[src/hw/rtl/att_pkg.sv]
package att_pkg;

  localparam int TABLE_ENTRIES = 1024;
  localparam int IDX_W         = $clog2(TABLE_ENTRIES);
  localparam int CNT_W         = $clog2(TABLE_ENTRIES + 1);
  localparam int LIVE_W        = 11;

  localparam logic [1:0] ACT_ALLOC   = 2'd0;
  localparam logic [1:0] ACT_FREE    = 2'd1;
  localparam logic [1:0] ACT_ENABLE  = 2'd2;
  localparam logic [1:0] ACT_DISABLE = 2'd3;

  localparam logic [2:0] STAT_RECORDED  = 3'd0;
  localparam logic [2:0] STAT_REMOVED   = 3'd1;
  localparam logic [2:0] STAT_NOT_FOUND = 3'd2;
  localparam logic [2:0] STAT_FULL      = 3'd3;
  localparam logic [2:0] STAT_MODE      = 3'd4;

  localparam logic [CNT_W-1:0]  FULL_COUNT = CNT_W'(TABLE_ENTRIES);
  localparam logic [LIVE_W-1:0] FULL_LIVE  = LIVE_W'(TABLE_ENTRIES);

  typedef struct packed {
    logic [1:0]  action;
    logic [63:0] block_address;
    logic [31:0] block_size;
    logic [63:0] caller_address;
  } in_word_t;

  typedef struct packed {
    logic [2:0]        status;
    logic [LIVE_W-1:0] live_count;
  } out_word_t;

  typedef struct packed {
    logic [63:0] address;
    logic [31:0] size;
    logic [63:0] caller;
  } entry_t;

  typedef struct packed {
    logic             wr;
    logic             step;
    logic             drop;
    logic [IDX_W-1:0] wr_idx;
    logic [IDX_W-1:0] last_idx;
  } cell_ctl_t;

endpackage

[src/hw/rtl/att_ctrl.sv]
module att_ctrl (
  input  logic               clk,
  input  logic               rst_n,
  input  logic               in_valid,
  output logic               in_stall,
  input  att_pkg::in_word_t  in_data,
  output logic               out_valid,
  input  logic               out_stall,
  output att_pkg::out_word_t out_data,
  input  att_pkg::entry_t    head_entry,
  output att_pkg::cell_ctl_t ctl,
  output att_pkg::entry_t    wr_entry
);
  import att_pkg::*;

  localparam logic [1:0] ST_IDLE = 2'd0;
  localparam logic [1:0] ST_EXEC = 2'd1;
  localparam logic [1:0] ST_SCAN = 2'd2;
  localparam logic [1:0] ST_DONE = 2'd3;

  logic [1:0]       state_r, state_nxt;
  logic [CNT_W-1:0] count_r, count_nxt;
  logic             tracking_r, tracking_nxt;
  logic [IDX_W-1:0] scan_r, scan_nxt;
  logic [2:0]       status_r, status_nxt;
  logic             out_valid_r, out_valid_nxt;
  out_word_t        out_data_r, out_data_nxt;
  in_word_t         item_r;

  logic [CNT_W-1:0] last_full;
  logic             hit;
  logic             scan_end;

  assign last_full = count_r - CNT_W'(1);
  assign hit       = (head_entry.address == item_r.block_address);
  assign scan_end  = (CNT_W'(scan_r) == last_full);

  assign in_stall  = (state_r != ST_IDLE);
  assign out_valid = out_valid_r;
  assign out_data  = out_data_r;

  assign wr_entry.address = item_r.block_address;
  assign wr_entry.size    = item_r.block_size;
  assign wr_entry.caller  = item_r.caller_address;

  always_comb begin
    state_nxt     = state_r;
    count_nxt     = count_r;
    tracking_nxt  = tracking_r;
    scan_nxt      = scan_r;
    status_nxt    = status_r;
    out_valid_nxt = out_valid_r && out_stall;
    out_data_nxt  = out_data_r;
    ctl           = '0;
    ctl.wr_idx    = count_r[IDX_W-1:0];
    ctl.last_idx  = last_full[IDX_W-1:0];
    unique case (state_r)
      ST_IDLE: begin
        if (in_valid) begin
          state_nxt = ST_EXEC;
        end
      end
      ST_EXEC: begin
        state_nxt  = ST_DONE;
        status_nxt = STAT_MODE;
        unique case (item_r.action)
          ACT_ALLOC: begin
            if (tracking_r) begin
              if (count_r == FULL_COUNT) begin
                status_nxt = STAT_FULL;
              end else begin
                ctl.wr     = 1'b1;
                count_nxt  = count_r + CNT_W'(1);
                status_nxt = STAT_RECORDED;
              end
            end
          end
          ACT_FREE: begin
            if (tracking_r) begin
              if (count_r == '0) begin
                status_nxt = STAT_NOT_FOUND;
              end else begin
                scan_nxt  = '0;
                state_nxt = ST_SCAN;
              end
            end
          end
          ACT_ENABLE: begin
            count_nxt    = '0;
            tracking_nxt = 1'b1;
          end
          ACT_DISABLE: begin
            tracking_nxt = 1'b0;
          end
        endcase
      end
      ST_SCAN: begin
        ctl.step = 1'b1;
        ctl.drop = hit;
        priority if (hit) begin
          count_nxt  = last_full;
          status_nxt = STAT_REMOVED;
          state_nxt  = ST_DONE;
        end else if (scan_end) begin
          status_nxt = STAT_NOT_FOUND;
          state_nxt  = ST_DONE;
        end else begin
          scan_nxt = scan_r + IDX_W'(1);
        end
      end
      ST_DONE: begin
        if (!out_valid_r || !out_stall) begin
          out_valid_nxt           = 1'b1;
          out_data_nxt.status     = status_r;
          out_data_nxt.live_count = LIVE_W'(count_r);
          state_nxt               = ST_IDLE;
        end
      end
    endcase
  end

  always_ff @(posedge clk) begin
    if (!rst_n) begin
      state_r     <= ST_IDLE;
      count_r     <= '0;
      tracking_r  <= 1'b0;
      out_valid_r <= 1'b0;
    end else begin
      state_r     <= state_nxt;
      count_r     <= count_nxt;
      tracking_r  <= tracking_nxt;
      out_valid_r <= out_valid_nxt;
    end
  end

  always_ff @(posedge clk) begin
    scan_r     <= scan_nxt;
    status_r   <= status_nxt;
    out_data_r <= out_data_nxt;
    if (in_valid && !in_stall) begin
      item_r <= in_data;
    end
  end

endmodule

[config.mk]
export PLATFORM = sky130hd
export DESIGN_NAME = att_ctrl
export DESIGN_NICKNAME = d
export VERILOG_FILES = /design/src/hw/rtl/att_pkg.sv /design/src/hw/rtl/att_ctrl.sv
export SDC_FILE = /design/constraint.sdc
export NUM_CORES = 1
export LEC_CHECK = 0
export BUFFER_PORTS_ARGS = -buffer_cell sky130_fd_sc_hd__buf_4
export CELL_PAD_IN_SITES_DETAIL_PLACEMENT = 1
export CELL_PAD_IN_SITES_GLOBAL_PLACEMENT = 1
export CORE_AREA = 2 2 202 204
export CTS_BUF_LIST = sky130_fd_sc_hd__clkbuf_8 sky130_fd_sc_hd__clkbuf_16
export DETAILED_ROUTE_END_ITERATION = 7
export DIE_AREA = 0 0 204 206
export GPL_TIMING_DRIVEN = 0
export PLACE_DENSITY = 0.71
export RECOVER_POWER = 100
export SLEW_MARGIN = 0
export SYNTH_ARGS = -nofsm -noshare
export SYNTH_HDL_FRONTEND = slang
export SYNTH_SLANG_ARGS = --single-unit
[constraint.sdc]
create_clock -name clk -period 15 [get_ports clk]
set_clock_uncertainty 0.2 [all_clocks]
set_input_delay 1.5 -clock clk [delete_from_list [all_inputs] [get_ports clk]]
set_output_delay 1.5 -clock clk [all_outputs]
set_load 0.01 [all_outputs]
==> results.toml, run 1 <==
[outcome]
outcome = "complete, but fails checks"
violations = "capacitance limit, slew limit"

[cells_and_area]
final_cell_mix = "clkbuf_4, buf_4, edfxtp_1"
nFillCells = 4481
final_common_cell = "clkbuf_4"
drive_gt1_frac = 0.499
multiInputGateArea_sq_mm = 0.00197
area_growth_pct = 46.8
seqCellArea_sq_mm = 0.00598
final_nets = 1467
final_core_util = 0.341

[detailed_routing]
wl_mm = 34.4
ant_nets = 0
vias = 6858
drc = 0
drtPass1Iterations = 4
drtIter0Drc = 320
wl_per_cell_microns = 20.4
routed_via_density = 4.07

[clock_network]
ctsHoldBuffers = 0
ctsLongestPathBuffers = 3
clk_latency_ns = 0.54
cts_tree = "built"
cts_buffers = 25
cts.sinks = 204
cts_root_buffer = "clkbuf_16"
clkTransAtPathRegs_ns = 0.05
htreeDepth = 1
cts_setup_buffers = 0
cts_resized = 0

[power_and_ir_drop]
p_leak_nw = 5.57
p_switching_w = 0.000754
pwr-share-clk = 0.250
combinationalPowerShare = 0.362
swShare = 0.340
p_int_w = 0.00147
ir_drop_v = 0.0000831
power_density_mw_per_mm2 = 162
seqPwrFrac = 0.388

[sta]
fin_crit_sh = 0.428
hold_viol = 0
grt_setup_unrepaired = "no"
finalCriticalPeriod_ns = 6.41
fin_tns_setup_ns = 0
holdWs_ns = 0.221
worst_pin_slew_ns = 4.00
fmax_mhz = 156
drv_slew = 182
finalSetupViolCount = 0
slew_headroom = -1.67

[synth]
async_flop_share = 0
syn_avg_cell_area_sq_um = 13.8
yosysSeqAreaShare = 0.640
ys.flop_type = "edfxtp_1"
synth_cell_type_count = 49
synth_area_sq_mm = 0.00934
synth-edff-count = 189
postSynthCellCount = 676
yosysWarnings = 0
synth-seq-cells = 204
syn_nets = 1010

[place]
dp_hpwl_mm = 28.2
routabilityCongestion = 0.893
portBuffers = 428

[worst_setup_path]
crit_required_ns = 14.84
critPathMaxFanout = 71
path_class = "primary input to register"
crit_arrival_ns = 6.25
end_kind = "register"
start_kind = "primary input"

[floorplan]
die_h_microns = 206
ios = 525
dieArea_sq_mm = 0.0420
die_w_microns = 204
core_sq_mm = 0.0402
fp-row-count = 74
start_util = 0.232

[grt]
overflow = 0
grt_antenna_before_repair = 8
grt_pass1_vias = 7491
gr-usage-all-layers = 0.160
grt_pass1_wl_mm = 48.7
grt_max_degree = 72

[min_path]
hp-class = "register to register"

[run]
cap_violations = 4
## area by class of cell
type                       instances  area share
inverter                          12     0.00329
buffer                           185      0.0938
clock buffer                      25      0.0456
multi-input combinational        275       0.143
clock inverter                    19     0.00812
timing repair buffer             430       0.221
sequential                       204       0.436
tap                              532      0.0486
antenna                            1    0.000183
## through the flow
| stage | area, sq um | std cells | worst slack, ns | power [W] |
|---|---|---|---|---|
| 3_3_place_gp | 13200 | 1636 | 7.10 | 0.00173 |
| 4_1_cts | 14000 | 1682 | 9.20 | 0.00230 |
| 3_5_place_dp | 13300 | 1638 | 9.21 | 0.00173 |
| 2_1_floorplan | 9340 | 676 | 9.09 | 0.00135 |
| 5_1_grt | 13700 | 1683 | 8.08 | 0.00236 |
| 6_report | 13700 | 1683 | 8.59 | 0.00222 |
## worst paths after layout
kind	end	slack [ns]	startpoint	cells past startpoint
max	wr_entry[1]	8.59	in_valid	3
min reg2reg	out_data[11]	0.22	status_r[0]	0
max reg2reg	wr_entry[1]	8.99	state_r[0]	4
min	out_data[11]	0.22	status_r[0]	0
## state kept, by name, summed over array words and instances, names as in the netlist
| signal | flops |
|---|---|
| out_valid | 1 |
| scan_r | 10 |
| tracking_r | 1 |
| count_r | 11 |
| wr_entry | 160 |
| item_r | 2 |
| state_r | 2 |
| status_r | 3 |
| out_data | 14 |
## routing by layer
layer | global-route usage | vias up | share of wire
met1 | 0.191 | 3287 | 0.40
met3 | 0.0574 | 57 | 0.11
met5 | 0 | - | 0.00038
met4 | 0.0580 | 2 | 0.031
li1 | - | 3175 | -
met2 | 0.264 | 337 | 0.46
## synthesized netlist by cell type, types with 11 or more instances
master | number | area, sq um
xnor2_1 | 74 | 648
o21ai_0 | 12 | 60.1
dfxtp_1 | 15 | 300
nand3_1 | 12 | 60.1
nand4_1 | 19 | 119
a21oi_1 | 16 | 80.1
xor2_1 | 19 | 166
nor2_1 | 25 | 93.8
edfxtp_1 | 189 | 5680
inv_1 | 11 | 41.3
nand2_1 | 18 | 67.6
buf_4 | 170 | 1280
## cells by family after synthesis
| family | after synthesis | share of synthesized area |
|---|---|---|
| buffers and inverters | 197 | 0.148 |
| xor gates and xnor gates | 94 | 0.0890 |
| DFF | 204 | 0.640 |
| and+or+nand+nor | 107 | 0.0616 |
| adders and majority gates | 8 | 0.0107 |
| muxes | 3 | 0.00335 |
| AOI/OAI and AO/OA | 63 | 0.0472 |
## critical path, cell delays in order
cell	delay, ns
clkbuf_4	0.10
and2_0	1.65
clkbuf_1	2.90
## power groups by stage
stage	Sequential, W	Clock (W)	Combinational [W]
CTS	0.000854	0.000577	0.000873
global placement	0.000892	0	0.000838
floorplan	0.000855	0	0.000490
global route	0.000879	0.000595	0.000884
finish	0.000863	0.000554	0.000804
detailed placement	0.000864	0	0.000868
(Power assumes the default switching activity.)
==> run 2, diff against run 1 <==
- CORE_AREA: 2 2 202 204 -> 2 2 201 203
- DIE_AREA: 0 0 204 206 -> 0 0 203 205
- clock period: 15 -> 6.2 ns (I/O delays scaled with it)
==> run 2 against run 1 <==
The flow still finishes with violations (capacitance limit, slew limit); non-clock buffer count is the same; sequential power grew 140%; sequential cell count is the same; first-iteration DRC count grew 6.6%; wire length grew 0.41%; highest routed layer unchanged.
==> results.toml, run 2 (synthesis results as in run 1) <==
[clock_network]
cts.sinks = 204
ctsLongestPathBuffers = 3
clk_latency_ns = 0.53
cts_resized = 0
cts_root_buffer = "clkbuf_16"
htreeDepth = 1
clkTransAtPathRegs_ns = 0.06
cts_tree = "built"
cts_buffers = 25
cts_setup_buffers = 0
ctsHoldBuffers = 0

[place]
portBuffers = 428
routabilityCongestion = 0.912
dp_cells = 1631
dp_hpwl_mm = 28.2
place_ws_ns = 1.72

[worst_setup_path]
crit_required_ns = 5.38
start_kind = "register"
crit_arrival_ns = 3.36
path_class = "register to output port"
critPathMaxFanout = 5
cp-startpoint = "wr_entry[155]"
end_kind = "output port"
r2r-start = "wr_entry[155]"

[grt]
grt_antenna_before_repair = 2
gr-usage-all-layers = 0.161
grt_pass1_wl_mm = 48.4
grt_max_degree = 68
grt_pass1_vias = 7146
overflow = 0

[floorplan]
dieArea_sq_mm = 0.0416
core_sq_mm = 0.0394
die_h_microns = 205
die_w_microns = 203
start_util = 0.237
ios = 525
fp-row-count = 73

[sta]
hold_viol = 0
setup_ws_ns = 2.02
worst_pin_slew_ns = 2.70
drv_slew = 50
holdWs_ns = 0.0840
fin_tns_setup_ns = 0
finalCriticalPeriod_ns = 4.18
finalSetupViolCount = 0
fmax_mhz = 239
grt_setup_unrepaired = "no"
fin_crit_sh = 0.675
slew_headroom = -0.799

[power_and_ir_drop]
ir_drop_v = 0.000212
p_leak_nw = 5.62
power_density_mw_per_mm2 = 396

[cells_and_area]
final_common_cell = "clkbuf_4"
finalNonFillerCells = 1678
final_cell_mix = "clkbuf_4, buf_4, edfxtp_1"
drive_gt1_frac = 0.504
final_core_util = 0.351
largest_reg_flops = 160
final_nets = 1467
area_growth_pct = 48.0
nFillCells = 4349

[detailed_routing]
drc = 0
ant_nets = 0
wl_mm = 34.5
routed_via_density = 4.06
wl_per_cell_microns = 20.6
drtIter0Drc = 341
drtPass1Iterations = 4
vias = 6820

[outcome]
outcome = "complete, but fails checks"
violations = "capacitance limit, slew limit"

[min_path]
min-delay-start = "in_data[73]"
hp-class = "primary input to register"

[run]
cap_violations = 2
-- run 2: final cells by class --
cell class / instances / area, sq um / area share
Sequential cell: 204 / 5980 / 0.432
Timing Repair Buffer: 430 / 3070 / 0.222
Multi-Input combinational cell: 275 / 1970 / 0.142
Buffer: 185 / 1310 / 0.0944
Tap cell: 525 / 657 / 0.0475
Clock buffer: 25 / 626 / 0.0453
Clock inverter: 21 / 176 / 0.0128
Inverter: 12 / 45.0 / 0.00326
Antenna cell: 1 / 2.50 / 0.000181
-- run 2: power breakdown --
part / leakage (nW) / switching, W / internal, W
Sequential: 1.91 / 0.000193 / 0.00188
Clock: 0.408 / 0.000584 / 0.000855
Combinational: 3.30 / 0.00107 / 0.000895
-- run 2: routing by layer --
metal,up-vias,share of wire,global-route usage
li1,3169,-,-
met1,3268,0.40,0.189
met4,2,0.019,0.0441
met5,-,0.00038,0
met3,45,0.097,0.0541
met2,336,0.49,0.281
-- run 2: final timing paths --
check	endpoint	cells after the start	slack, ns
max	ctl[20]	7	2.02
min	wr_entry[73]	1	0.08
max reg2reg	count_r[3]	8	2.10
min reg2reg	out_data[11]	0	0.22
-- run 2: through the flow --
step / area [sq um] / power [W]
after floorplan: 9340 / 0.00325
after global placement: 13200 / 0.00421
after detailed placement: 13300 / 0.00420
after CTS: 14100 / 0.00569
after global routing: 13800 / 0.00579
final: 13800 / 0.00548
-- run 2: critical path, cell delays in order (launching register included) --
cell and delay, ns:
edfxtp_1 0.50, xnor2_1 0.19, nand4_1 0.13, nor4_1 0.80, nand4_1 0.50, or2_2 0.44, inv_1 0.11, clkbuf_1 0.16
==> run 3, diff against run 2 <==
- ABC_AREA: not set -> 1
- CORE_AREA: 2 2 201 203 -> 2 2 203 205
- DIE_AREA: 0 0 203 205 -> 0 0 205 207
- PLACE_DENSITY: 0.71 -> 0.73
- clock period: 6.2 -> 4.2 ns (I/O delays scaled with it)
==> run 3 against run 2 <==
The flow still finishes with violations (capacitance limit, slew limit); wire length increased by 12%; combinational power increased by 95%; critical path type unchanged; cell count increased by 24%; total power increased by 68%; area after synthesis increased by 4.9%; critical endpoint unchanged; via count increased by 22%; register-to-register slack got worse by 1.3 ns.
==> results.toml, run 3 <==
[outcome]
outcome = "complete, but fails checks"
violations = "capacitance limit, slew limit"

[sta]
hold_viol = 0
grt_setup_unrepaired = "no"
slew_headroom = -0.0459
fmax_mhz = 295
fin_tns_setup_ns = 0
drv_slew = 15
fin_crit_sh = 0.807
worst_pin_slew_ns = 1.57
setup_ws_ns = 0.810
finalCriticalPeriod_ns = 3.39
finalSetupViolCount = 0

[synth]
synth_area_sq_mm = 0.00979
synth_top_area_cell = "edfxtp_1"
async_flop_share = 0
synth_most_common_cell = "nand2_1"
synth_top_family_by_area = "buffers and inverters"
synth-edff-count = 189
yosysWarnings = 0
netlist.area_leader.share = 0.580
synth-seq-cells = 204
synth_xor_area_frac = 0.0426
postSynthCellCount = 905
synthSimpleGateAreaFrac = 0.148
synth_cell_type_count = 36
synthAdderAreaFrac = 0.0102
synth.top_cells.by_count = "nand2_1, edfxtp_1, buf_4, inv_1, nor2_1"
ys.flop_type = "edfxtp_1"
synth_area_leaders = "edfxtp_1, buf_4, nand2_1"
syn_avg_cell_area_sq_um = 10.8
synthMuxAreaShare = 0
synth_compound_area_frac = 0.0185
syn_nets = 1239
yosysSeqAreaShare = 0.610

[clock_network]
clk_latency_ns = 0.54
clkTransAtPathRegs_ns = 0.07
cts_resized = 0
htreeDepth = 1
cts_tree = "built"
ctsLongestPathBuffers = 3
cts_buffers = 25
cts_root_buffer = "clkbuf_16"
cts.sinks = 204

[detailed_routing]
routed_via_density = 4.01
drtIter0Drc = 301
wl_mm = 38.7
vias = 8342
drtPass1Iterations = 4
wl_per_cell_microns = 18.6
dr.max_layer_used = "met5"
route.met2.wl_mm = 18.6
drc = 0
ant_nets = 0
m1WireLength_mm = 15.2
dr_wl_met3_mm = 4.01

[floorplan]
core_sq_mm = 0.0404
die_h_microns = 207
dieArea_sq_mm = 0.0424
fp-row-count = 74
die_w_microns = 205
ios = 525
start_util = 0.243

[grt]
grt_antenna_before_repair = 4
grt_pass1_wl_mm = 56.5
overflow = 0
grt_pass1_vias = 9272
gr-usage-all-layers = 0.178
grt_max_degree = 41

[place]
place_ws_ns = 0.533
dp_hpwl_mm = 28.1
dp_cells = 1869
routabilityCongestion = 0.848
dpl_cell_area_sq_mm = 0.0138
portBuffers = 428

[worst_setup_path]
rr_worst_depth = 5
start_kind = "register"
crit_arrival_ns = 2.77
path_class = "register to output port"
critPathMaxFanout = 3
end_kind = "output port"
crit_required_ns = 3.58

[cells_and_area]
drive_gt1_frac = 0.392
nFillCells = 4563
final_cell_mix = "clkbuf_4, buf_4, nand2_1"
final_nets = 1862
largest_reg_flops = 160
area_growth_pct = 62.1
finalNonFillerCells = 2079
final_common_cell = "clkbuf_4"
fin_area_sq_mm = 0.0159

[power_and_ir_drop]
seqPwrFrac = 0.354
ir_drop_v = 0.000350
pwr-share-clk = 0.232
swShare = 0.375
p_int_w = 0.00576
p_switching_w = 0.00346
p_leak_nw = 7.08
power_density_mw_per_mm2 = 581
combinationalPowerShare = 0.414

[run]
cap_violations = 1

[min_path]
hp-class = "primary input to register"
hold_depth = 6
## run 3: power by group through the flow
stage,Combinational [W],Clock (W),Sequential [W]
floorplan,0.00229,0,0.00320
global route,0.00422,0.00228,0.00332
detailed placement,0.00391,0,0.00330
finish,0.00382,0.00214,0.00327
CTS,0.00406,0.00219,0.00326
global placement,0.00376,0,0.00334
## run 3: what timing repair did
| item | in CTS | in global routing |
|---|---|---|
| hold buffers | 164 | 0 |
| buffers inserted | 0 | 0 |
| endpoints found under the hold margin | 167 | 0 |
| setup endpoints to repair | 0 | 0 |
## run 3: kinds of logic after synthesis
group,after synthesis
and+or+nand+nor,346
buffers and inverters,270
DFF,204
xor gates and xnor gates,46
AOI/OAI and AO/OA,31
adders and majority gates,8
## run 3: critical path, cell delays in order, from the launching register on
cell,delay (ns)
edfxtp_1,0.44
xnor2_1,0.26
nand2_1,0.10
nor2_1,0.12
nand2_1,0.09
nor2_1,0.17
nand2_1,0.13
nor2_1,0.31
inv_1,0.15
nor2_1,0.26
clkbuf_1,0.19
## run 3: final cells by class
class                           count  area, sq um  area share
Sequential cell                   204         5980       0.377
Timing Repair Buffer              596         4690       0.295
Multi-Input combinational cell    431         2130       0.134
Buffer                            177         1280      0.0806
Tap cell                          532          666      0.0419
Clock buffer                       27          653      0.0412
Inverter                           93          350      0.0221
Clock inverter                     18          130     0.00820
Antenna cell                        1         2.50    0.000158
## run 3: final timing paths
check	start	to	slack (ns)
setup / recovery	wr_entry[105]	ctl[20]	0.81
setup reg to reg	state_r[0]	wr_entry[125]	0.83
hold reg to reg	status_r[2]	out_data[13]	0.22
hold / removal	in_valid	state_r[1]	0.17
## run 3: layer usage
metal	GRT usage	vias up
li1	-	4009
met1	0.204	3932
met2	0.308	342
met3	0.0684	53
met4	0.0474	6
met5	0	-
## run 3: through the flow
stage               utilization  hold WS (ns)  power [W]
detailed placement        0.341         0.211    0.00720
finish                    0.393         0.170    0.00922
CTS                       0.401         0.112    0.00951
global route              0.393         0.226    0.00982
global placement          0.339         0.209    0.00710
floorplan                     -         0.200    0.00549
