### src/hw/rtl/att_pkg.sv
package att_pkg;

  localparam int TABLE_ENTRIES = 1024;
  localparam int IDX_W         = $clog2(TABLE_ENTRIES);
  localparam int CNT_W         = $clog2(TABLE_ENTRIES + 1);
  localparam int LIVE_W        = 11;

  localparam logic [1:0] ACT_ALLOC   = 2'd0;
  localparam logic [1:0] ACT_FREE    = 2'd1;
  localparam logic [1:0] ACT_ENABLE  = 2'd2;
  localparam logic [1:0] ACT_DISABLE = 2'd3;

  localparam logic [2:0] STAT_RECORDED  = 3'd0;
  localparam logic [2:0] STAT_REMOVED   = 3'd1;
  localparam logic [2:0] STAT_NOT_FOUND = 3'd2;
  localparam logic [2:0] STAT_FULL      = 3'd3;
  localparam logic [2:0] STAT_MODE      = 3'd4;

  localparam logic [CNT_W-1:0]  FULL_COUNT = CNT_W'(TABLE_ENTRIES);
  localparam logic [LIVE_W-1:0] FULL_LIVE  = LIVE_W'(TABLE_ENTRIES);

  typedef struct packed {
    logic [1:0]  action;
    logic [63:0] block_address;
    logic [31:0] block_size;
    logic [63:0] caller_address;
  } in_word_t;

  typedef struct packed {
    logic [2:0]        status;
    logic [LIVE_W-1:0] live_count;
  } out_word_t;

  typedef struct packed {
    logic [63:0] address;
    logic [31:0] size;
    logic [63:0] caller;
  } entry_t;

  typedef struct packed {
    logic             wr;
    logic             step;
    logic             drop;
    logic [IDX_W-1:0] wr_idx;
    logic [IDX_W-1:0] last_idx;
  } cell_ctl_t;

endpackage

### src/hw/rtl/att_cell.sv
module att_cell (
  input  logic                     clk,
  input  logic [att_pkg::IDX_W-1:0] cell_idx,
  input  att_pkg::cell_ctl_t       ctl,
  input  att_pkg::entry_t          wr_entry,
  input  att_pkg::entry_t          next_entry,
  input  att_pkg::entry_t          head_entry,
  output att_pkg::entry_t          entry
);
  import att_pkg::*;

  entry_t entry_r;
  entry_t entry_nxt;

  always_comb begin
    entry_nxt = entry_r;
    priority if (ctl.wr && (cell_idx == ctl.wr_idx)) begin
      entry_nxt = wr_entry;
    end else if (ctl.step && (cell_idx < ctl.last_idx)) begin
      entry_nxt = next_entry;
    end else if (ctl.step && (cell_idx == ctl.last_idx) && !ctl.drop) begin
      // window wraps: head word moves to the tail
      entry_nxt = head_entry;
    end else begin
      entry_nxt = entry_r;
    end
  end

  always_ff @(posedge clk) begin
    entry_r <= entry_nxt;
  end

  assign entry = entry_r;

endmodule

### config.mk
export PLATFORM = sky130hd
export DESIGN_NAME = att_cell
export DESIGN_NICKNAME = d
export VERILOG_FILES = /design/src/hw/rtl/att_pkg.sv /design/src/hw/rtl/att_cell.sv
export SDC_FILE = /design/constraint.sdc
export NUM_CORES = 1
export LEC_CHECK = 0
export ABC_AREA = 0
export BUFFER_PORTS_ARGS = -buffer_cell sky130_fd_sc_hd__buf_2
export CELL_PAD_IN_SITES_DETAIL_PLACEMENT = 0
export CELL_PAD_IN_SITES_GLOBAL_PLACEMENT = 1
export CORE_AREA = 8 8 258 260
export DETAILED_ROUTE_END_ITERATION = 7
export DIE_AREA = 0 0 266 268
export GPL_TIMING_DRIVEN = 0
export MAX_ROUTING_LAYER = met4
export PLACE_DENSITY_LB_ADDON = 0.1
export SYNTH_ARGS = -nofsm -noshare
export SYNTH_HDL_FRONTEND = slang
export SYNTH_SLANG_ARGS = --single-unit
### constraint.sdc
create_clock -name clk -period 8 [get_ports clk]
set_input_delay 0.4 -clock clk [delete_from_list [all_inputs] [get_ports clk]]
set_output_delay 0.4 -clock clk [all_outputs]
set_load 0.01 [all_outputs]
==> metrics.md, run 1 <==
| Metric | Value |
|---|---|
| Vias in the first global route | `between 10000 and 15000` |
| Pin count of the biggest net entering global routing | `52` |
| Area of all placed cells without fillers | `about 0.014 mm^2` |
| Die Span X | `approximately 270 um` |
| Global-route track usage on met3 | `7.538%` |
| Kind of end point of the critical path | `flop` |
| Arrival time reported for the critical path endpoint | `between 3 and 4 ns` |
| Leak Pwr | `between 6 and 7 nW` |
| Min-delay worst type | `in -> reg` |
| Sink of the worst hold path | `entry[76]$_DFFE_PP_` |
| Wire length of the first global-routing pass | `81.79 mm` |
| IR Drop Worst-Case VDD | `roughly 0.00016 V` |
| CTS Hold Buffers Added | `0` |
| Net count of the finished layout | `about 2200` |
| Overflow left after global routing | `0` |
| Average wire per cell in the routed design | `~24 um` |
| Predominant post-synthesis flop cell | `sky130_fd_sc_hd__edfxtp_1` |
| Htree depth | `4` |
| Number of different library cells in the post-synthesis netlist | `25` |
| Signed area change from the synthesized netlist to the final layout | `59.43%` |
| Number of setup violations in the final report | `0` |
| Number of detailed-route iterations in the first pass | `5` |
| GRT busiest layer | `met2` |
| Met2 usage | `approximately 30%` |
| Switching power | `slightly above 0.8 mW` |
| Die Ht | `between 200 and 300 um` |
| Mean instance size in the synthesized netlist | `between 9 and 10 um^2` |
| Register area share after synthesis | `between 50% and 60%` |
| Core area | `0.06239 mm^2` |
| FP Rows | `92` |
| Remaining DRCs | `0` |
| Kind of launch point of the worst setup path | `input port` |
| Final Hold Viols | `0` |
| Total of buffers placed on input and output ports | `approximately 670` |
| Crit path max-delay cell type | `sky130_fd_sc_hd__nand3_4` |
| Initial Utilization | `between 10 and 15%` |
| Number of cells on the worst hold path | `3` |
| Kind of cell with the highest combined delay on the critical path | `buffers and inverters` |
| Proportion of total power due to net switching | `31.57%` |
| Timing-limited maximum frequency | `315.2 MHz` |
| Part of the power in the clock network | `around 33%` |
| Cell Area, Placed | `approximately 0.013 mm^2` |
| Number of violations of the max-capacitance limit | `0` |
| Synth warnings | `0` |
| Share of total power in sequential cells | `between 40% and 50%` |
| Buffers & Inverters on Critical Path | `6` |
| Via count normalized by instance count | `4.060` |
| RD Place Congestion | `approximately 0.86` |
| Ratio of cells with drive above 1 in the final layout | `between 40% and 50%` |
| HPWL after DPL | `around 49 mm` |
| Initial antenna violation count | `36` |
| Met1 track demand over resource | `approximately 17%` |
| Cell taking the most area after synthesis | `sky130_fd_sc_hd__edfxtp_1` |
| Cells traversed along the worst timing path | `buf_2 -> ha_1 -> and4_4 -> o211a_4 -> a2111o_1 -> buf_2 -> buf_6 -> buf_6 -> nand3_4 -> buf_12 -> buf_16` |
| Buffers inserted during post-CTS setup optimization | `0` |
| Source of the worst hold timing path | `wr_entry[76]` |
| Overall global routing resource usage | `16.66%` |
| Final WS setup | `just under 5 ns` |
| Num CTS Buffers | `17` |
| Commonest non-fill, non-tap cells in the layout | `707 x sky130_fd_sc_hd__buf_2, 162 x sky130_fd_sc_hd__nand2_1, 162 x sky130_fd_sc_hd__a21oi_1, 161 x sky130_fd_sc_hd__nor2_1` |
| Top cells by area in the synthesized netlist | `sky130_fd_sc_hd__edfxtp_1 55%, sky130_fd_sc_hd__a31oi_1 12%, sky130_fd_sc_hd__a21oi_1 9.3%` |
| Maximum fanout encountered on the critical timing path | `between 50 and 60` |
| Leading cell type in the layout, fill and taps excluded | `sky130_fd_sc_hd__buf_2` |
| Number of flops mapped to enable cells by yosys | `160` |
| Clock root buffer master | `sky130_fd_sc_hd__clkbuf_16` |
| Number of max-slew violations in the final report | `0` |
| Post-route ant nets | `0` |
| Clock tree from TritonCTS | `built` |
| Number of synthesized register bits | `160` |
| Crit path largest cell delay | `0.43 ns` |
| Required time of the critical path | `slightly above 8 ns` |
| Min Tclk post-route | `between 3 and 4 ns` |
| Clock tree sinks | `160` |
| Final worst-path cycle share | `39.66%` |
| Type of the worst setup path | `in -> reg` |
| Max FFs per register | `between 150 and 200` |
| Portion of synthesized cell area occupied by the leading cell type | `55.34%` |
| Syn nets | `between 1000 and 1500` |
| Sum of routed wire length over all layers | `60.23 mm` |
| Run status | `completed` |
| Actual slew at the worst max-slew pin | `~1.1 ns` |
| Max-slew headroom | `between 20% and 30%` |
| Share of power burned in combinational logic | `between 20% and 30%` |
| Clock Path Buffers | `2` |
| Drt first-iter violations | `about 460` |
| Worst setup timing slack at the placement stage | `approximately 4.2 ns` |
| Worst setup path start | `cell_idx[4]` |
| Netlist Area Pre-Place | `just under 0.009 mm^2` |
| P per Cell Area | `184.8 mW/mm^2` |
| Async set-or-reset flop fraction in the synthesized netlist | `0%` |
| Total vias in the final route | `a little over 10000` |
| Clk pin slew, worst setup/hold paths | `0.08 ns` |
| Unrepaired setup endpoints after global routing | `false` |
| Instance count of the mapped netlist | `between 900 and 1000` |
| Number of instances resized during post-cts repair | `0` |
| Floorplan die area | `0.07129 mm^2` |
| Total I/O pin count | `slightly below 700` |
| Internal power summed over all cells | `approximately 1.8 mW` |
-- power by group through the flow --
stage / combinational (mW) / sequential, mW / clock, mW
6_report: 0.617 / 1.09 / 0.852
3_3_place_gp: 0.629 / 1.14 / 0
3_5_place_dp: 0.635 / 1.11 / 0
2_1_floorplan: 0.189 / 1.19 / 0
4_1_cts: 0.637 / 1.09 / 0.903
5_1_grt: 0.676 / 1.10 / 0.922
-- cell usage after synthesis (2+ instances only) --
cell / count
sky130_fd_sc_hd__buf_4: 2
sky130_fd_sc_hd__nand4_1: 2
sky130_fd_sc_hd__edfxtp_1: 160
sky130_fd_sc_hd__buf_2: 34
sky130_fd_sc_hd__nand2_1: 162
sky130_fd_sc_hd__ha_1: 10
sky130_fd_sc_hd__a21oi_1: 162
sky130_fd_sc_hd__nor2_1: 161
sky130_fd_sc_hd__and4_4: 2
sky130_fd_sc_hd__xnor2_1: 10
sky130_fd_sc_hd__nand3_1: 3
sky130_fd_sc_hd__buf_6: 9
sky130_fd_sc_hd__o21ai_0: 2
sky130_fd_sc_hd__a31oi_1: 160
sky130_fd_sc_hd__clkbuf_1: 42
sky130_fd_sc_hd__inv_1: 10
-- layer usage --
layer	part of all wire (%)	vias up	wire, um
li1	-	4885	-
met1	37	4846	22290
met2	51	490	30550
met3	10	48	6252
met4	1.9	0	1141
met5	0	-	0
-- cells by family (layout without fill, tap and decap cells) --
family	Yosys count	in the layout	synth area share, %
AOI/OAI and AO/OA	327	327	21.40
buffers and inverters	97	805	5.548
adders and majority gates	10	10	1.441
DFF	160	160	55.34
and+or+nand+nor	336	336	15.26
xor gates and xnor gates	10	10	1.009
other	0	35	0
-- per-stage QoR --
stage | hold slack [ns] | cells | TNS (ns) | util, % | total power [mW]
6_report | 0.2378 | 2529 | 0 | 22.19 | 2.558
5_1_grt | 0.1993 | 2523 | 0 | 22.16 | 2.699
4_1_cts | 0.1832 | 2494 | 0 | 22.05 | 2.632
3_5_place_dp | 0.7225 | 2462 | 0 | 21.15 | 1.744
3_3_place_gp | 0.7215 | 2459 | -613.22 | 21.01 | 1.766
2_1_floorplan | 0.6298 | 940 | 0 | - | 1.378
-- final cells by class --
cell class / count / area, um^2
clock inverters: 14 / 128.9
fillers: 7157 / 48550
inverters: 10 / 37.54
repair buffers: 676 / 3443
flip-flops and latches: 160 / 4805
diodes: 35 / 87.58
clock buffers: 18 / 429.2
well taps: 846 / 1059
multi-input cells: 683 / 3408
plain buffers: 87 / 444.2
-- worst max path at each step --
stage | end | cells after the start
floorplan | entry[0]$_DFFE_PP_ | 9
global placement | entry[77]$_DFFE_PP_ | 9
detailed placement | entry[72]$_DFFE_PP_ | 11
CTS | entry[91]$_DFFE_PP_ | 11
global route | entry[91]$_DFFE_PP_ | 11
finish | entry[91]$_DFFE_PP_ | 11
No activity file was read; power rests on OpenSTA's default activity.
==> run 2: changes to the inputs <==
clock period = 3.03 ns   (was 8 ns; I/O delays follow)
==> run 2 against run 1 <==
Against the previous run:
- hold slack got worse by 0.20 ns
- largest power group unchanged
- highest routed layer unchanged
- non-clock buffer count grew 271
- final cell count grew 10%
- combinational power rose to 3.3 times the previous value
==> metrics.md, run 2 (synthesized netlist as in run 1, its figures left out) <==
| Metric | Value |
|---|---|
| Total I/O pin count | `between 600 and 700` |
| Overflow left after global routing | `0` |
| Share of power burned in combinational logic | `28.3%` |
| Source of the worst hold timing path | `wr_entry[102]` |
| Switching power | `~2.2 mW` |
| Max FFs per register | `between 150 and 200` |
| Post-route ant nets | `0` |
| Wire length of the first global-routing pass | `~84 mm` |
| Initial antenna violation count | `32` |
| Vias in the first global route | `12220` |
| Maximum fanout encountered on the critical timing path | `10` |
| FP Rows | `about 90` |
| Min-delay worst type | `in -> reg` |
| Hold Worst Slack | `roughly 0.038 ns` |
| Unrepaired setup endpoints after global routing | `false` |
| Via count normalized by instance count | `3.985` |
| Core area | `between 0.06 and 0.07 mm^2` |
| Max-slew headroom | `between 50% and 60%` |
| Signed area change from the synthesized netlist to the final layout | `92.12%` |
| Final worst-path cycle share | `between 90% and 100%` |
| Required time of the critical path | `approximately 3.3 ns` |
| Final Hold Viols | `0` |
| Number of cells on the worst hold path | `3` |
| Run status | `completed` |
| Sum of negative setup slack | `0 ns` |
| Clock Path Buffers | `2` |
| Leading cell type in the layout, fill and taps excluded | `sky130_fd_sc_hd__buf_2` |
| Die Ht | `between 200 and 300 um` |
| Sum of routed wire length over all layers | `between 60 and 70 mm` |
| Kind of end point of the critical path | `flop` |
| P per Cell Area | `437.2 mW/mm^2` |
| RD Place Congestion | `0.8158` |
| Kind of launch point of the worst setup path | `input port` |
| Total of buffers placed on input and output ports | `673` |
| Actual slew at the worst max-slew pin | `between 0.7 and 0.8 ns` |
| Cells traversed along the worst timing path | `buf_2 -> ha_1 -> nand2_1 -> o21ai_0 -> nand2_1 -> buf_2 -> clkbuf_1 -> a31oi_1 -> a21oi_1 -> dlygate4sd3_1` |
| Overall global routing resource usage | `between 10% and 20%` |
| Commonest non-fill, non-tap cells in the layout | `706 x sky130_fd_sc_hd__buf_2, 271 x sky130_fd_sc_hd__dlygate4sd3_1, 162 x sky130_fd_sc_hd__nand2_1, 162 x sky130_fd_sc_hd__a21oi_1, 161 x sky130_fd_sc_hd__nor2_1` |
| Remaining DRCs | `0` |
| Internal power summed over all cells | `~5 mW` |
| Min Tclk post-route | `between 2 and 3 ns` |
| Clk pin slew, worst setup/hold paths | `~0.07 ns` |
| Total vias in the final route | `11130` |
| Ratio of cells with drive above 1 in the final layout | `between 30% and 40%` |
| Pin count of the biggest net entering global routing | `52` |
| Clock tree from TritonCTS | `built` |
| Number of violations of the max-capacitance limit | `0` |
| Drt first-iter violations | `~470` |
| Share of total power in sequential cells | `39.5%` |
| Crit path max-delay cell type | `sky130_fd_sc_hd__dlygate4sd3_1` |
| Timing-limited maximum frequency | `366.4 MHz` |
| Proportion of total power due to net switching | `between 20% and 30%` |
| HPWL after DPL | `~48 mm` |
| Crit path largest cell delay | `about 0.57 ns` |
| Num CTS Buffers | `17` |
| Net count of the finished layout | `~2400` |
| Number of max-slew violations in the final report | `0` |
| Leak Pwr | `7.367 nW` |
| Die Span X | `about 270 um` |
| Average wire per cell in the routed design | `21.70 um` |
| Initial Utilization | `around 14%` |
| Worst setup path start | `cell_idx[4]` |
| Part of the power in the clock network | `32.2%` |
| Type of the worst setup path | `in -> reg` |
| Number of setup violations in the final report | `0` |
| Floorplan die area | `0.07129 mm^2` |
| IR Drop Worst-Case VDD | `around 0.00043 V` |
| Htree depth | `4` |
| Clock tree sinks | `160` |
| Clock root buffer master | `sky130_fd_sc_hd__clkbuf_16` |
| Arrival time reported for the critical path endpoint | `a little under 3 ns` |
| Number of detailed-route iterations in the first pass | `7` |
run 2: cell count changes in the layout (fill, tap and decap cells not counted), sizes merged:
cell         delta
clkinv          +3
bufinv          +2
diode           -6
clkinvlp        -3
inv             -5
clkbuf          +1
dlygate4sd3   +271
run 2: power groups by stage:
stage	sequential, mW	clock [mW]	combinational (mW)
after floorplan	3.11	0	0.512
after global placement	2.95	0	1.67
after detailed placement	2.93	0	1.68
after CTS	2.88	2.48	2.11
after global routing	2.91	2.53	2.26
final	2.88	2.35	2.06
run 2: area by class of cell:
cell class	instances	area [um^2]
fill	7012	45710
timing repair buffer	947	6163
sequential	160	4805
multi-input combinational	683	3490
tap	846	1059
buffer	87	454.2
clock buffer	19	432.9
clock inverter	11	141.4
antenna	29	72.57
inverter	10	62.56
run 2: final timing paths:
| check | end | slack [ns] |
|---|---|---|
| max | entry[142]$_DFFE_PP_ | 0.30 |
| min | entry[102]$_DFFE_PP_ | 0.04 |
run 2: stage by stage:
stage	setup slack (ns)	util [%]	total power [mW]	instances	cell area [um^2]
3_3_place_gp	-2.033	21.21	4.617	2459	13230
3_5_place_dp	-0.1109	21.34	4.608	2462	13310
2_1_floorplan	-0.1612	-	3.623	940	8805
5_1_grt	0.09738	26.73	7.701	2792	16680
6_report	0.3011	26.73	7.292	2792	16680
4_1_cts	0.07778	26.61	7.474	2763	16600
run 2: routing by layer:
layer / GRT usage (%) / routed length, um
met3: 6.797 / 5685
met5: - / 0
met1: 17.17 / 22690
met4: 4.509 / 1024
met2: 30.07 / 31190
run 2: worst max-delay path, delay by kind of cell:
family,cells,cell delay [ns]
buffers and inverters,4,1.39
AOI/OAI and AO/OA,3,0.77
and+or+nand+nor,2,0.34
adders and majority gates,1,0.30
run 2: what timing repair did:
action                                 CTS  global route
endpoints found under the hold margin  142             0
resized for setup                        0             1
setup endpoints to repair                0             2
hold buffers                           271             0
buffers inserted                         0             0
==> run 3: changes to the inputs <==
CELL_PAD_IN_SITES_DETAIL_PLACEMENT = 1   (was 0)
==> run 3 against run 2 <==
Against the previous run:
- core utilization about the same
- via count increased by 1.6%
- sequential share of layout area hardly changed
- flip-flop and latch count unchanged
- cell area hardly changed
- hold slack better by 0.0022 ns
- largest cell class unchanged
- highest routed layer unchanged
==> metrics.md, run 3 (synthesized netlist as in run 1, its figures left out) <==
| Metric | Value |
|---|---|
| Run status | `completed` |
| Filler cell count in the final layout | `around 7500` |
| Internal power summed over all cells | `around 5 mW` |
| Number of setup violations in the final report | `0` |
| Hold Worst Slack | `around 0.04 ns` |
| P per Cell Area | `around 440 mW/mm^2` |
| Maximum fanout encountered on the critical timing path | `10` |
| Share of power burned in combinational logic | `around 29%` |
| Arrival time reported for the critical path endpoint | `~3 ns` |
| Proportion of total power due to net switching | `30.48%` |
| Max-slew headroom | `between 50% and 60%` |
| Final WS setup | `0.2207 ns` |
| Area of all placed cells without fillers | `around 0.017 mm^2` |
| Clock root buffer master | `sky130_fd_sc_hd__clkbuf_16` |
| Overflow left after global routing | `0` |
| Commonest non-fill, non-tap cells in the layout | `706 x sky130_fd_sc_hd__buf_2, 271 x sky130_fd_sc_hd__dlygate4sd3_1, 162 x sky130_fd_sc_hd__nand2_1, 162 x sky130_fd_sc_hd__a21oi_1, 161 x sky130_fd_sc_hd__nor2_1` |
| Number of detailed-route iterations in the first pass | `6` |
| Total of buffers placed on input and output ports | `a little under 700` |
| Total I/O pin count | `slightly below 700` |
| Min-delay worst type | `in -> reg` |
| Final Hold Viols | `0` |
| Ratio of cells with drive above 1 in the final layout | `around two fifths` |
| Min Tclk post-route | `roughly 2.8 ns` |
| Initial Utilization | `between 10% and 20%` |
| Part of the power in the clock network | `31.8%` |
| HPWL after DPL | `49.26 mm` |
| Share of total power in sequential cells | `around 40%` |
| Pin count of the biggest net entering global routing | `52` |
| Sink of the worst hold path | `entry[6]$_DFFE_PP_` |
| Die Ht | `approximately 270 um` |
| Type of the worst setup path | `in -> reg` |
| Net count of the finished layout | `2430` |
| IR Drop Worst-Case VDD | `approximately 0.00044 V` |
| Global-route track usage on met3 | `around 6.6%` |
| Leak Pwr | `7.358 nW` |
| Core area | `0.06239 mm^2` |
| Source of the worst hold timing path | `wr_entry[6]` |
| Via count normalized by instance count | `just over 4` |
| Clk pin slew, worst setup/hold paths | `roughly 0.07 ns` |
| Cell Area, Placed | `0.01331 mm^2` |
| FP Rows | `92` |
| Utilization after layout | `a little over a quarter` |
| Die Span X | `roughly 270 um` |
| Wire length of the first global-routing pass | `between 80 and 90 mm` |
| Buffers inserted during post-CTS setup optimization | `0` |
| Actual slew at the worst max-slew pin | `around 0.74 ns` |
| Buffers & Inverters on Critical Path | `4` |
| Average wire per cell in the routed design | `approximately 22 um` |
| Number of violations of the max-capacitance limit | `0` |
| Post-route ant nets | `0` |
| Clock Path Buffers | `2` |
| Max FFs per register | `160` |
| Remaining DRCs | `0` |
| Num CTS Buffers | `17` |
| Overall global routing resource usage | `between 10% and 20%` |
| Kind of end point of the critical path | `flop` |
| Final worst-path cycle share | `between 90% and 100%` |
| Total vias in the final route | `11300` |
| Floorplan die area | `~0.071 mm^2` |
| Kind of cell with the highest combined delay on the critical path | `buffers and inverters` |
| Cells traversed along the worst timing path | `buf_2 -> ha_1 -> nand2_1 -> o21ai_0 -> nand2_1 -> buf_2 -> clkbuf_1 -> a31oi_1 -> a21oi_1 -> dlygate4sd3_1` |
| Vias in the first global route | `approximately 13000` |
| Crit path largest cell delay | `a little under 0.6 ns` |
| Switching power | `2.217 mW` |
| Crit path max-delay cell type | `sky130_fd_sc_hd__dlygate4sd3_1` |
| Clock tree from TritonCTS | `built` |
| Worst setup timing slack at the placement stage | `-0.1318 ns` |
| Sum of internal, switching and leakage power | `approximately 7.3 mW` |
| Unrepaired setup endpoints after global routing | `false` |
| Clock tree sinks | `160` |
| Leading cell type in the layout, fill and taps excluded | `sky130_fd_sc_hd__buf_2` |
| Signed area change from the synthesized netlist to the final layout | `91.93%` |
| Initial antenna violation count | `26` |
| GRT busiest layer | `met2` |
| Met2 usage | `30.60%` |
| Met1 track demand over resource | `~18%` |
| Number of cells on the worst hold path | `3` |
| Sum of routed wire length over all layers | `62.14 mm` |
| Htree depth | `4` |
| Required time of the critical path | `3.26 ns` |
| Number of max-slew violations in the final report | `0` |
| Timing-limited maximum frequency | `~360 MHz` |
| Drt first-iter violations | `494` |
| Kind of launch point of the worst setup path | `input port` |
| RD Place Congestion | `0.8158` |
[run 3: cell types whose count changed in the layout (fill, tap and decap cells not counted)]
cell,change
sky130_fd_sc_hd__inv_6,+1
sky130_fd_sc_hd__bufinv_16,-1
sky130_fd_sc_hd__clkinvlp_4,+2
sky130_fd_sc_hd__diode_2,-5
sky130_fd_sc_hd__clkinv_4,-1
sky130_fd_sc_hd__inv_8,+1
[run 3: worst max path at each step]
stage               slack (ns)  depth (start not counted)   startpoint              endpoint
floorplan                -0.16                          9       ctl[8]    entry[0]$_DFFE_PP_
global placement         -2.03                          7  cell_idx[8]  entry[101]$_DFFE_PP_
detailed placement       -0.13                          9  cell_idx[8]  entry[102]$_DFFE_PP_
CTS                       0.14                          9  cell_idx[8]  entry[142]$_DFFE_PP_
global route              0.07                         11       ctl[5]  entry[141]$_DFFE_PP_
finish                    0.22                         10  cell_idx[4]  entry[142]$_DFFE_PP_
[run 3: cell type report]
class | count | area (um^2) | share of cell area (%)
inverters | 10 | 62.56 | 0.3754
plain buffers | 87 | 454.2 | 2.726
clock buffers | 19 | 432.9 | 2.598
well taps | 846 | 1059 | 6.352
flip-flops and latches | 160 | 4805 | 28.83
repair buffers | 947 | 6163 | 36.99
multi-input cells | 683 | 3490 | 20.94
clock inverters | 13 | 137.6 | 0.8259
diodes | 24 | 60.06 | 0.3604
[run 3: layer usage]
layer / part of all wire, % / routed length [um]
met3: 8.6 / 5345
met2: 51 / 31550
met5: 0 / 0
met4: 2.5 / 1572
met1: 38 / 23670
[run 3: stage by stage]
stage,TNS (ns),cells
floorplan,-25.79,940
global placement,-320.45,2459
detailed placement,-6.300,2462
CTS,0,2765
global route,0,2788
finish,0,2789
[run 3: power by group through the flow]
stage               Sequential (mW)  Combinational, mW  Clock [mW]
detailed placement             2.93               1.70           0
global placement               2.95               1.67           0
CTS                            2.88               2.12        2.44
floorplan                      3.11              0.512           0
finish                         2.88               2.08        2.31
global route                   2.91               2.28        2.49
[run 3: repair_timing]
item                                    in CTS  in global routing
endpoints found under the setup margin       0                  2
gates resized for setup                      0                  1
hold buffers                               271                  0
hold endpoints to repair                   147                  0
